### config.mk
export PLATFORM = sky130hd
export DESIGN_NAME = lut_trilinear_voxel_blend_core
export DESIGN_NICKNAME = d
export VERILOG_FILES = /design/src/sv/ltvb_pkg.sv /design/src/sv/ltvb_mul.sv /design/src/sv/ltvb_add.sv /design/src/sv/lut_trilinear_voxel_blend_core.sv
export SDC_FILE = /design/constraint.sdc
export NUM_CORES = 2
export LEC_CHECK = 0
export BUFFER_PORTS_ARGS = -buffer_cell sky130_fd_sc_hd__buf_4
export CAP_MARGIN = 25
export CORE_MARGIN = 10
export CORE_UTILIZATION = 45
export DETAILED_ROUTE_END_ITERATION = 10
export SLEW_MARGIN = 25
export SYNTH_ARGS = -nofsm -noshare
export SYNTH_HDL_FRONTEND = slang
export SYNTH_HIERARCHICAL = 1
export SYNTH_SLANG_ARGS = --single-unit
### constraint.sdc
create_clock -name i_clk -period 7.7 [get_ports i_clk]
set_input_delay 0.77 -clock i_clk [delete_from_list [all_inputs] [get_ports i_clk]]
set_output_delay 0.77 -clock i_clk [all_outputs]
set_load 0.02 [all_outputs]
### src/sv/ltvb_pkg.sv
// shared constants and types for the trilinear voxel blend core
`timescale 1ns / 1ps

package ltvb_pkg;

    localparam int WEIGHT_FRAC_BITS = 16;
    localparam int VOXEL_INDEX_BITS = 24;
    localparam int CORNER_COUNT     = 8;
    localparam int SAMPLE_BITS      = 8;
    localparam int WEIGHT_BITS      = WEIGHT_FRAC_BITS + 1;
    localparam int PROD_BITS        = WEIGHT_BITS + SAMPLE_BITS;
    localparam int SUM2_BITS        = PROD_BITS + 1;
    localparam int SUM4_BITS        = PROD_BITS + 2;
    localparam int SUM8_BITS        = PROD_BITS + 3;
    localparam int WHOLE_BITS       = SUM8_BITS - WEIGHT_FRAC_BITS;
    localparam int VALUE_BITS       = SAMPLE_BITS;

    localparam int IN_FIELD_BITS    = CORNER_COUNT * WEIGHT_BITS
                                    + CORNER_COUNT * SAMPLE_BITS + VOXEL_INDEX_BITS;
    localparam int IN_TDATA_BITS    = ((IN_FIELD_BITS + 7) / 8) * 8;
    localparam int OUT_FIELD_BITS   = VALUE_BITS + VOXEL_INDEX_BITS;
    localparam int OUT_TDATA_BITS   = ((OUT_FIELD_BITS + 7) / 8) * 8;

    localparam int SAMPLES_LSB      = CORNER_COUNT * WEIGHT_BITS;
    localparam int INDEX_LSB        = SAMPLES_LSB + CORNER_COUNT * SAMPLE_BITS;

    localparam logic [VALUE_BITS-1:0] VALUE_MAX = {VALUE_BITS{1'b1}};

    typedef logic [CORNER_COUNT-1:0][WEIGHT_BITS-1:0]   t_weight_arr;
    typedef logic [CORNER_COUNT-1:0][SAMPLE_BITS-1:0]   t_sample_arr;
    typedef logic [CORNER_COUNT-1:0][PROD_BITS-1:0]     t_prod_arr;
    typedef logic [CORNER_COUNT/2-1:0][SUM2_BITS-1:0]   t_sum2_arr;
    typedef logic [CORNER_COUNT/4-1:0][SUM4_BITS-1:0]   t_sum4_arr;
    typedef logic [VOXEL_INDEX_BITS-1:0]                t_index;

endpackage

### src/sv/ltvb_mul.sv
// first stage: eight weight by sample products
`timescale 1ns / 1ps

module ltvb_mul (
    input  logic                 i_clk,
    input  logic                 i_rst_n,
    input  logic                 i_valid,
    output logic                 o_ready,
    input  ltvb_pkg::t_weight_arr i_weight,
    input  ltvb_pkg::t_sample_arr i_samples,
    input  ltvb_pkg::t_index      i_index,
    output logic                 o_valid,
    input  logic                 i_ready,
    output ltvb_pkg::t_prod_arr   o_prod,
    output ltvb_pkg::t_index      o_index
);
    import ltvb_pkg::*;

    logic        r_valid;
    t_prod_arr   r_prod;
    t_prod_arr   n_prod;
    t_index      r_index;

    assign o_ready = !r_valid || i_ready;

    always_comb begin
        for (int n = 0; n < CORNER_COUNT; n++) begin
            n_prod[n] = PROD_BITS'(i_weight[n]) * PROD_BITS'(i_samples[n]);
        end
    end

    always_ff @(posedge i_clk) begin
        if (!i_rst_n) begin
            r_valid <= 1'b0;
        end else if (o_ready) begin
            r_valid <= i_valid;
        end
    end

    always_ff @(posedge i_clk) begin
        if (o_ready && i_valid) begin
            r_prod  <= n_prod;
            r_index <= i_index;
        end
    end

    assign o_valid = r_valid;
    assign o_prod  = r_prod;
    assign o_index = r_index;

endmodule

### src/sv/ltvb_add.sv
// second and third stages: pair sums, then quad sums
`timescale 1ns / 1ps

module ltvb_add (
    input  logic                i_clk,
    input  logic                i_rst_n,
    input  logic                i_valid,
    output logic                o_ready,
    input  ltvb_pkg::t_prod_arr  i_prod,
    input  ltvb_pkg::t_index     i_index,
    output logic                o_valid,
    input  logic                i_ready,
    output ltvb_pkg::t_sum4_arr  o_sum4,
    output ltvb_pkg::t_index     o_index
);
    import ltvb_pkg::*;

    logic      r_valid2;
    t_sum2_arr r_sum2;
    t_sum2_arr n_sum2;
    t_index    r_index2;
    logic      r_valid3;
    t_sum4_arr r_sum4;
    t_sum4_arr n_sum4;
    t_index    r_index3;
    logic      w_ready3;

    assign w_ready3 = !r_valid3 || i_ready;
    assign o_ready  = !r_valid2 || w_ready3;

    always_comb begin
        for (int n = 0; n < CORNER_COUNT / 2; n++) begin
            n_sum2[n] = SUM2_BITS'(i_prod[2*n]) + SUM2_BITS'(i_prod[2*n+1]);
        end
        for (int n = 0; n < CORNER_COUNT / 4; n++) begin
            n_sum4[n] = SUM4_BITS'(r_sum2[2*n]) + SUM4_BITS'(r_sum2[2*n+1]);
        end
    end

    always_ff @(posedge i_clk) begin
        if (!i_rst_n) begin
            r_valid2 <= 1'b0;
            r_valid3 <= 1'b0;
        end else begin
            if (o_ready) begin
                r_valid2 <= i_valid;
            end
            if (w_ready3) begin
                r_valid3 <= r_valid2;
            end
        end
    end

    always_ff @(posedge i_clk) begin
        if (o_ready && i_valid) begin
            r_sum2   <= n_sum2;
            r_index2 <= i_index;
        end
        if (w_ready3 && r_valid2) begin
            r_sum4   <= n_sum4;
            r_index3 <= r_index2;
        end
    end

    assign o_valid = r_valid3;
    assign o_sum4  = r_sum4;
    assign o_index = r_index3;

endmodule

### src/sv/lut_trilinear_voxel_blend_core.sv
// top level of the trilinear voxel blend core: beat unpacking, final sum and clamp
`timescale 1ns / 1ps

// Blends eight 8-bit corner samples with eight unsigned Q1.16 weights per beat and
// returns the integer part of the weighted sum, clamped at 255, with the voxel index.
// One beat is accepted every clock cycle when the output side keeps up. Four register
// stages lie between input beat and output beat: products, pair sums, quad sums,
// and the final sum with clamp in the output register. Backpressure stalls only the
// stages that hold data, so empty stages still take new beats while a finished
// result waits.

module lut_trilinear_voxel_blend_core (
    input  logic                                  i_clk,
    input  logic                                  i_rst_n,
    input  logic                                  s_axis_tvalid,
    output logic                                  s_axis_tready,
    // weight_0 .. weight_7, corner_samples, dest_index
    input  logic [ltvb_pkg::IN_TDATA_BITS-1:0]    s_axis_tdata,
    output logic                                  m_axis_tvalid,
    input  logic                                  m_axis_tready,
    // voxel_value, voxel_index
    output logic [ltvb_pkg::OUT_TDATA_BITS-1:0]   m_axis_tdata
);
    import ltvb_pkg::*;

    t_weight_arr w_weight;
    t_sample_arr w_samples;
    t_index      w_in_index;

    logic        w_mul_valid;
    logic        w_mul_ready;
    t_prod_arr   w_prod;
    t_index      w_mul_index;

    logic        w_add_valid;
    logic        w_add_ready;
    t_sum4_arr   w_sum4;
    t_index      w_add_index;

    logic [SUM8_BITS-1:0]  w_sum8;
    logic [WHOLE_BITS-1:0] w_whole;
    logic [VALUE_BITS-1:0] n_value;

    logic                  r_out_valid;
    logic [VALUE_BITS-1:0] r_value;
    t_index                r_index;

    always_comb begin
        for (int n = 0; n < CORNER_COUNT; n++) begin
            w_weight[n]  = s_axis_tdata[n*WEIGHT_BITS +: WEIGHT_BITS];
            w_samples[n] = s_axis_tdata[SAMPLES_LSB + n*SAMPLE_BITS +: SAMPLE_BITS];
        end
    end

    assign w_in_index = s_axis_tdata[INDEX_LSB +: VOXEL_INDEX_BITS];

    ltvb_mul u_mul (
        .i_clk     (i_clk),
        .i_rst_n   (i_rst_n),
        .i_valid   (s_axis_tvalid),
        .o_ready   (s_axis_tready),
        .i_weight  (w_weight),
        .i_samples (w_samples),
        .i_index   (w_in_index),
        .o_valid   (w_mul_valid),
        .i_ready   (w_mul_ready),
        .o_prod    (w_prod),
        .o_index   (w_mul_index)
    );

    ltvb_add u_add (
        .i_clk   (i_clk),
        .i_rst_n (i_rst_n),
        .i_valid (w_mul_valid),
        .o_ready (w_mul_ready),
        .i_prod  (w_prod),
        .i_index (w_mul_index),
        .o_valid (w_add_valid),
        .i_ready (w_add_ready),
        .o_sum4  (w_sum4),
        .o_index (w_add_index)
    );

    // final sum, keep integer part, clamp
    assign w_sum8  = SUM8_BITS'(w_sum4[0]) + SUM8_BITS'(w_sum4[1]);
    assign w_whole = w_sum8[SUM8_BITS-1:WEIGHT_FRAC_BITS];
    assign n_value = (w_whole > WHOLE_BITS'(VALUE_MAX)) ? VALUE_MAX
                                                         : w_whole[VALUE_BITS-1:0];

    assign w_add_ready = !r_out_valid || m_axis_tready;

    always_ff @(posedge i_clk) begin
        if (!i_rst_n) begin
            r_out_valid <= 1'b0;
        end else if (w_add_ready) begin
            r_out_valid <= w_add_valid;
        end
    end

    always_ff @(posedge i_clk) begin
        if (w_add_ready && w_add_valid) begin
            r_value <= n_value;
            r_index <= w_add_index;
        end
    end

    assign m_axis_tvalid = r_out_valid;
    assign m_axis_tdata  = OUT_TDATA_BITS'({r_index, r_value});

`ifndef SYNTHESIS
    // an empty output register lets every stage take a beat
    a_ready_chain: assert property (@(posedge i_clk) disable iff (!i_rst_n)
        !r_out_valid |-> (w_add_ready && w_mul_ready && s_axis_tready))
        else $error("ready chain blocked with empty output stage");

    // an accepted beat always lands in the product stage
    a_mul_load: assert property (@(posedge i_clk) disable iff (!i_rst_n)
        (s_axis_tvalid && s_axis_tready) |=> w_mul_valid)
        else $error("accepted beat lost at product stage");

    // a sum past the top of the range is clamped
    a_clamp: assert property (@(posedge i_clk) disable iff (!i_rst_n)
        (w_add_valid && w_add_ready && (w_whole > WHOLE_BITS'(VALUE_MAX)))
        |=> (r_value == VALUE_MAX))
        else $error("overflowing sum not clamped");

    // a stalled result keeps its value
    a_hold: assert property (@(posedge i_clk) disable iff (!i_rst_n)
        (r_out_valid && !m_axis_tready) |=> ($stable(r_value) && $stable(r_index)))
        else $error("stalled result changed");
`endif

endmodule

# After elaboration in Yosys (flattened, before gate mapping)
# Cells that the tools add are included.
totals:
  out_inout_bits: 34
  word_cells: 51
  register_bits: 466
classes:
  addsub: 7
  reduce_logical: 12
  multipliers: 8
  n_lt_le_gt_ge: 1
op_table:
  columns: ["operator", "n"]
  rows:
  - ["$mul A17 B8 Y25", 8]
  - ["$add A25 B25 Y26", 4]
  - ["$add A26 B26 Y27", 2]
  - ["$add A27 B27 Y28", 1]
  - ["$gt A12 B8 Y1 const B", 1]
  - ["$logic_and A1 B1 Y1", 4]
  - ["$logic_not A1 Y1", 4]
  - ["$logic_or A1 B1 Y1", 4]

# Depth between registers and ports, before layout
depth:
  depth_word: 6
  depth_mapped: 20

# Hierarchy
# The synthesis kept the hierarchy.
modules_own_cells:
  columns: ["mod", "cells_each", "seq_area_each_um2", "area_each_um2", "instances"]
  rows:
  - ["ltvb_mul", 4132, 6746.5, 40796.6, 1]
  - ["ltvb_add", 1283, 6226.0, 13800.7, 1]
  - ["lut_trilinear_voxel_blend_core", 181, 980.9, 2077.0, 1]

# Worst setup path before layout
# Ideal clock, no wire load.
synth_timing:
  path_type: "input -> register"
  startpoint: "input m_axis_tready"
  endpoint: "register u_mul.r_index[0], in the netlist u_mul/o_index[0] (enable)"
  cell_stages: 5
  path_buffers: 0
  t_arrival_ns: 6.415
  required_time_ns: 7.088
  setup_time_ns: 0.612
  slack_ns: 0.673
  path_cell_list: "nand2b_1 > nor2b_1 > nand2_1 > nand2b_1 > and2_1"
synth_between:
  elab_chain_cells: 5
synth_lines:
  columns: ["item", "line_no", "text"]
  rows:
  - ["from (decl)", "lut_trilinear_voxel_blend_core.sv:20", "input logic m_axis_tready,"]
  - ["$logic_or A1 B1 Y1", "lut_trilinear_voxel_blend_core.sv:90", "assign w_add_ready = !r_out_valid || m_axis_tready;"]
  - ["$logic_or A1 B1 Y1", "ltvb_add.sv:28", "assign w_ready3 = !r_valid3 || i_ready;"]
  - ["$logic_or A1 B1 Y1", "ltvb_add.sv:29", "assign o_ready = !r_valid2 || w_ready3;"]
  - ["named net w_mul_ready", "lut_trilinear_voxel_blend_core.sv:31", "logic w_mul_ready;"]
  - ["$logic_or A1 B1 Y1", "ltvb_mul.sv:24", "assign o_ready = !r_valid || i_ready;"]
  - ["named net s_axis_tready", "lut_trilinear_voxel_blend_core.sv:16", "output logic s_axis_tready,"]
  - ["$logic_and A1 B1 Y1", "ltvb_mul.sv:41", "if (o_ready && i_valid) begin"]
  - ["to (signal assigned)", "ltvb_mul.sv:43", "r_index <= i_index;"]
  - ["to (decl)", "ltvb_mul.sv:22", "t_index r_index;"]
# The timed path passes the listed nets, and every way through them passes these cells.
# A chain may end at the register's enable or synchronous reset.

==> impl_metrics.ini <==
[drt]
drt-wirelength-per-cell_um = 17.01
vias_per_cell = 5.215
drc = 0
dr.pass1.iters = 5
met1Wirelength_mm = 58.90
drtAntennaViolNets = 0
wl_met3_mm = 4.237
vias = 39100
highest_layer = met5
wl_met2_mm = 62.89
drtIter0Drc = 2041
wl_mm = 127.6

[die]
die_h_um = 374.9
coreArea_um2 = 125400
die_area_um2 = 140500
die_width_um = 374.9
start_util = 0.4519
rows = 130
ios = 262

[cells_and_area]
synthToLayoutAreaGrowth_pct = 9.555
fillers = 11740
multi_input_area_um2 = 39030
finalNetCount = 7300
seq_area_um2 = 13950
layout-drive-gt1-share = 0.06635

[clock_tree]
clock_latency_ns = 0.61
cts_htree_levels = 2
post-cts-setup-buffer-count = 0
clkSinkCount = 466
numCtsBuffers = 50
cts_root_buf = clkbuf_16
clkTransAtPathRegs_ns = 0.07
cts-resized-gates = 0
cts_hold_buf = 0
cts_buffer_depth = 3
cts_tree = built

[critical_path]
startpoint_type = input port
worst_ep_arrival_time_ns = 5.44
cp.required_ns = 8.05
worstPathCellList = buf_4, nand2_1, fa_1, fa_1, inv_1, fa_1, inv_1, fa_1, inv_1, ha_1, a21o_1, a21oi_1, o21ai_0, o311ai_0, o21ai_0, a21oi_1, o21bai_1, xor2_1
critical_path_class = input port to register
end_kind = register
critical-path-top-delay-family = adder cells
reg2reg_from = u_mul/o_prod[100]
cpPeakStageDelay_ns = 0.57
critPathLaunch = s_axis_tdata[194]
crit_fanout = 17
path_common_cell = fa_1
crit_slowest_cell = fa_1
worst-path-buf-inv = 4

[power]
power_frac_clock = 0.107
switching_share = 0.4534
seqPwrFrac = 0.215
power.density_nw_per_um2 = 375.8
power.internal_uw = 12750
leakagePower_uw = 0.02871
ir_drop_mv = 0.1689
p_switching_uw = 10580
p_comb_frac = 0.678

[global_routing]
gr-total-overflow = 0
grt_usage = 0.1811
antenna_found_initial = 2
grt_pass1_wl_mm = 212.5
grt_pass1_vias = 41140
grt_max_degree = 118

[placement]
numPortBuffers = 261
gp_congestion = 0.8540
dpl.hpwl_mm = 101.8

[yosys]
yosys_register_bits = 466
syn_nets = 7088
synth_largest_area_cell = fa_1
synth.avg_cell_area_um2 = 10.13
ys.flop_type = edfxtp_1
synth-seq-area-share = 0.2462
synth_area_um2 = 56670
synth_top_cell_area_share = 0.2564
yosysWarnings = 6
synth.area.top_cells = fa_1 (26%), edfxtp_1 (24%), ha_1 (12%)
synthArstFlopShare = 0
synth.distinct_cells = 88
synth_edf_count = 462
synthCells = 5596

[timing]
fin_skew_ns = 0.01590
tightest_slew_ns = 0.9636
slew_headroom = 0.3576
timing.final.hold_violations = 0
min_period_ns = 5.087
fin_crit_sh = 0.6606
setup_viol = 0
fmax_mhz = 196.6
rsz0062_at_grt = no
drv_slew = 0
final.setup.tns_ns = 0
hold_slack_ns = 0.3332

[status]
status = completed

[hold_path]
min_from = s_axis_tdata[220]
hold_class = input port to register

[flow_run]
cap_violations = 0
[cells by family (layout without fill, tap and decap cells)]
family | after synthesis | in the layout | synth area share
simple gates | 1700 | 1700 | 0.1651
fa+ha+maj | 1264 | 1264 | 0.3752
buf+inv | 984 | 1236 | 0.06530
compound gates | 892 | 892 | 0.1033
flops | 466 | 466 | 0.2462
xor+xnor | 289 | 289 | 0.04466
mux | 1 | 1 | 0.0001766
other cells | 0 | 1 | 0
[path summary, 6_finish.rpt]
kind              cells after the start  slack, ns                 to
setup reg to reg                     10       4.72   u_add/r_sum2[76]
hold reg to reg                       0       0.41        r_index[11]
hold / removal                        1       0.33  u_mul/o_index[20]
setup / recovery                     18       2.61  u_mul/o_prod[198]
[cell usage after synthesis (all sizes together), types with 26 or more instances]
| master | instances |
|---|---|
| edfxtp | 462 |
| o21ai | 155 |
| o211ai | 31 |
| o21a | 46 |
| ha | 538 |
| nor2 | 153 |
| nand4 | 35 |
| fa | 726 |
| a31oi | 38 |
| and2 | 917 |
| nor3 | 30 |
| xnor2 | 198 |
| inv | 878 |
| nand2 | 349 |
| nand3 | 55 |
| a211oi | 30 |
| and3 | 26 |
| a21oi | 271 |
| nor2b | 38 |
| nand2b | 44 |
| a21o | 136 |
| xor2 | 91 |
| clkbuf | 103 |
| o21bai | 33 |
[cells in the final DEF (no fill, tap or decap), types with 141 or more instances in the layout]
cell type / n
a21oi_1: 266
and2_1: 914
buf_4: 263
edfxtp_1: 462
fa_1: 726
ha_1: 538
inv_1: 877
nand2_1: 349
nor2_1: 153
o21ai_0: 141
xnor2_1: 198
[per-stage QoR]
stage                     total power (uW)    util  instance area (um^2)  setup slack, ns  instances
final                                23330  0.4951                 62090            2.613       7499
after detailed placement             20840  0.4812                 60350            1.972       7405
after global placement               20780  0.4812                 60350            2.049       7405
after CTS                            23580  0.4948                 62060            2.611       7497
after global routing                 25730  0.4951                 62090            2.307       7499
after floorplan                      17010       -                 56670           0.6730       5596
[state kept, by name (all words and copies together) (netlist names), 8 cells and up]
register,cells
u_mul/o_prod,200
u_add/r_sum2,104
u_add/o_sum4,54
r_value,8
u_add/o_index,24
u_mul/o_index,24
u_add/r_index2,24
r_index,24
[area by class of cell]
| type | instances | area share |
|---|---|---|
| antenna | 1 | 0.00004030 |
| clock buffer | 59 | 0.02070 |
| clock inverter | 33 | 0.006791 |
| inverter | 878 | 0.05308 |
| multi-input combinational | 4146 | 0.6287 |
| sequential | 466 | 0.2247 |
| tap | 1650 | 0.03325 |
| timing repair buffer | 266 | 0.03275 |
[metal layers]
metal / vias to the layer above / track usage
li1: 18870 / -
met1: 19510 / 0.2466
met2: 612 / 0.3170
met3: 109 / 0.01889
met4: 2 / 0.02527
met5: - / 0
[power groups by stage]
stage / sequential (uW) / combinational [uW] / clock (uW)
final: 5010 / 15800 / 2500
after global routing: 5080 / 18000 / 2680
after CTS: 5040 / 16000 / 2580
after detailed placement: 5070 / 15800 / 0
after global placement: 5090 / 15700 / 0
after floorplan: 4800 / 12200 / 0
(Power assumes the default switching activity.)
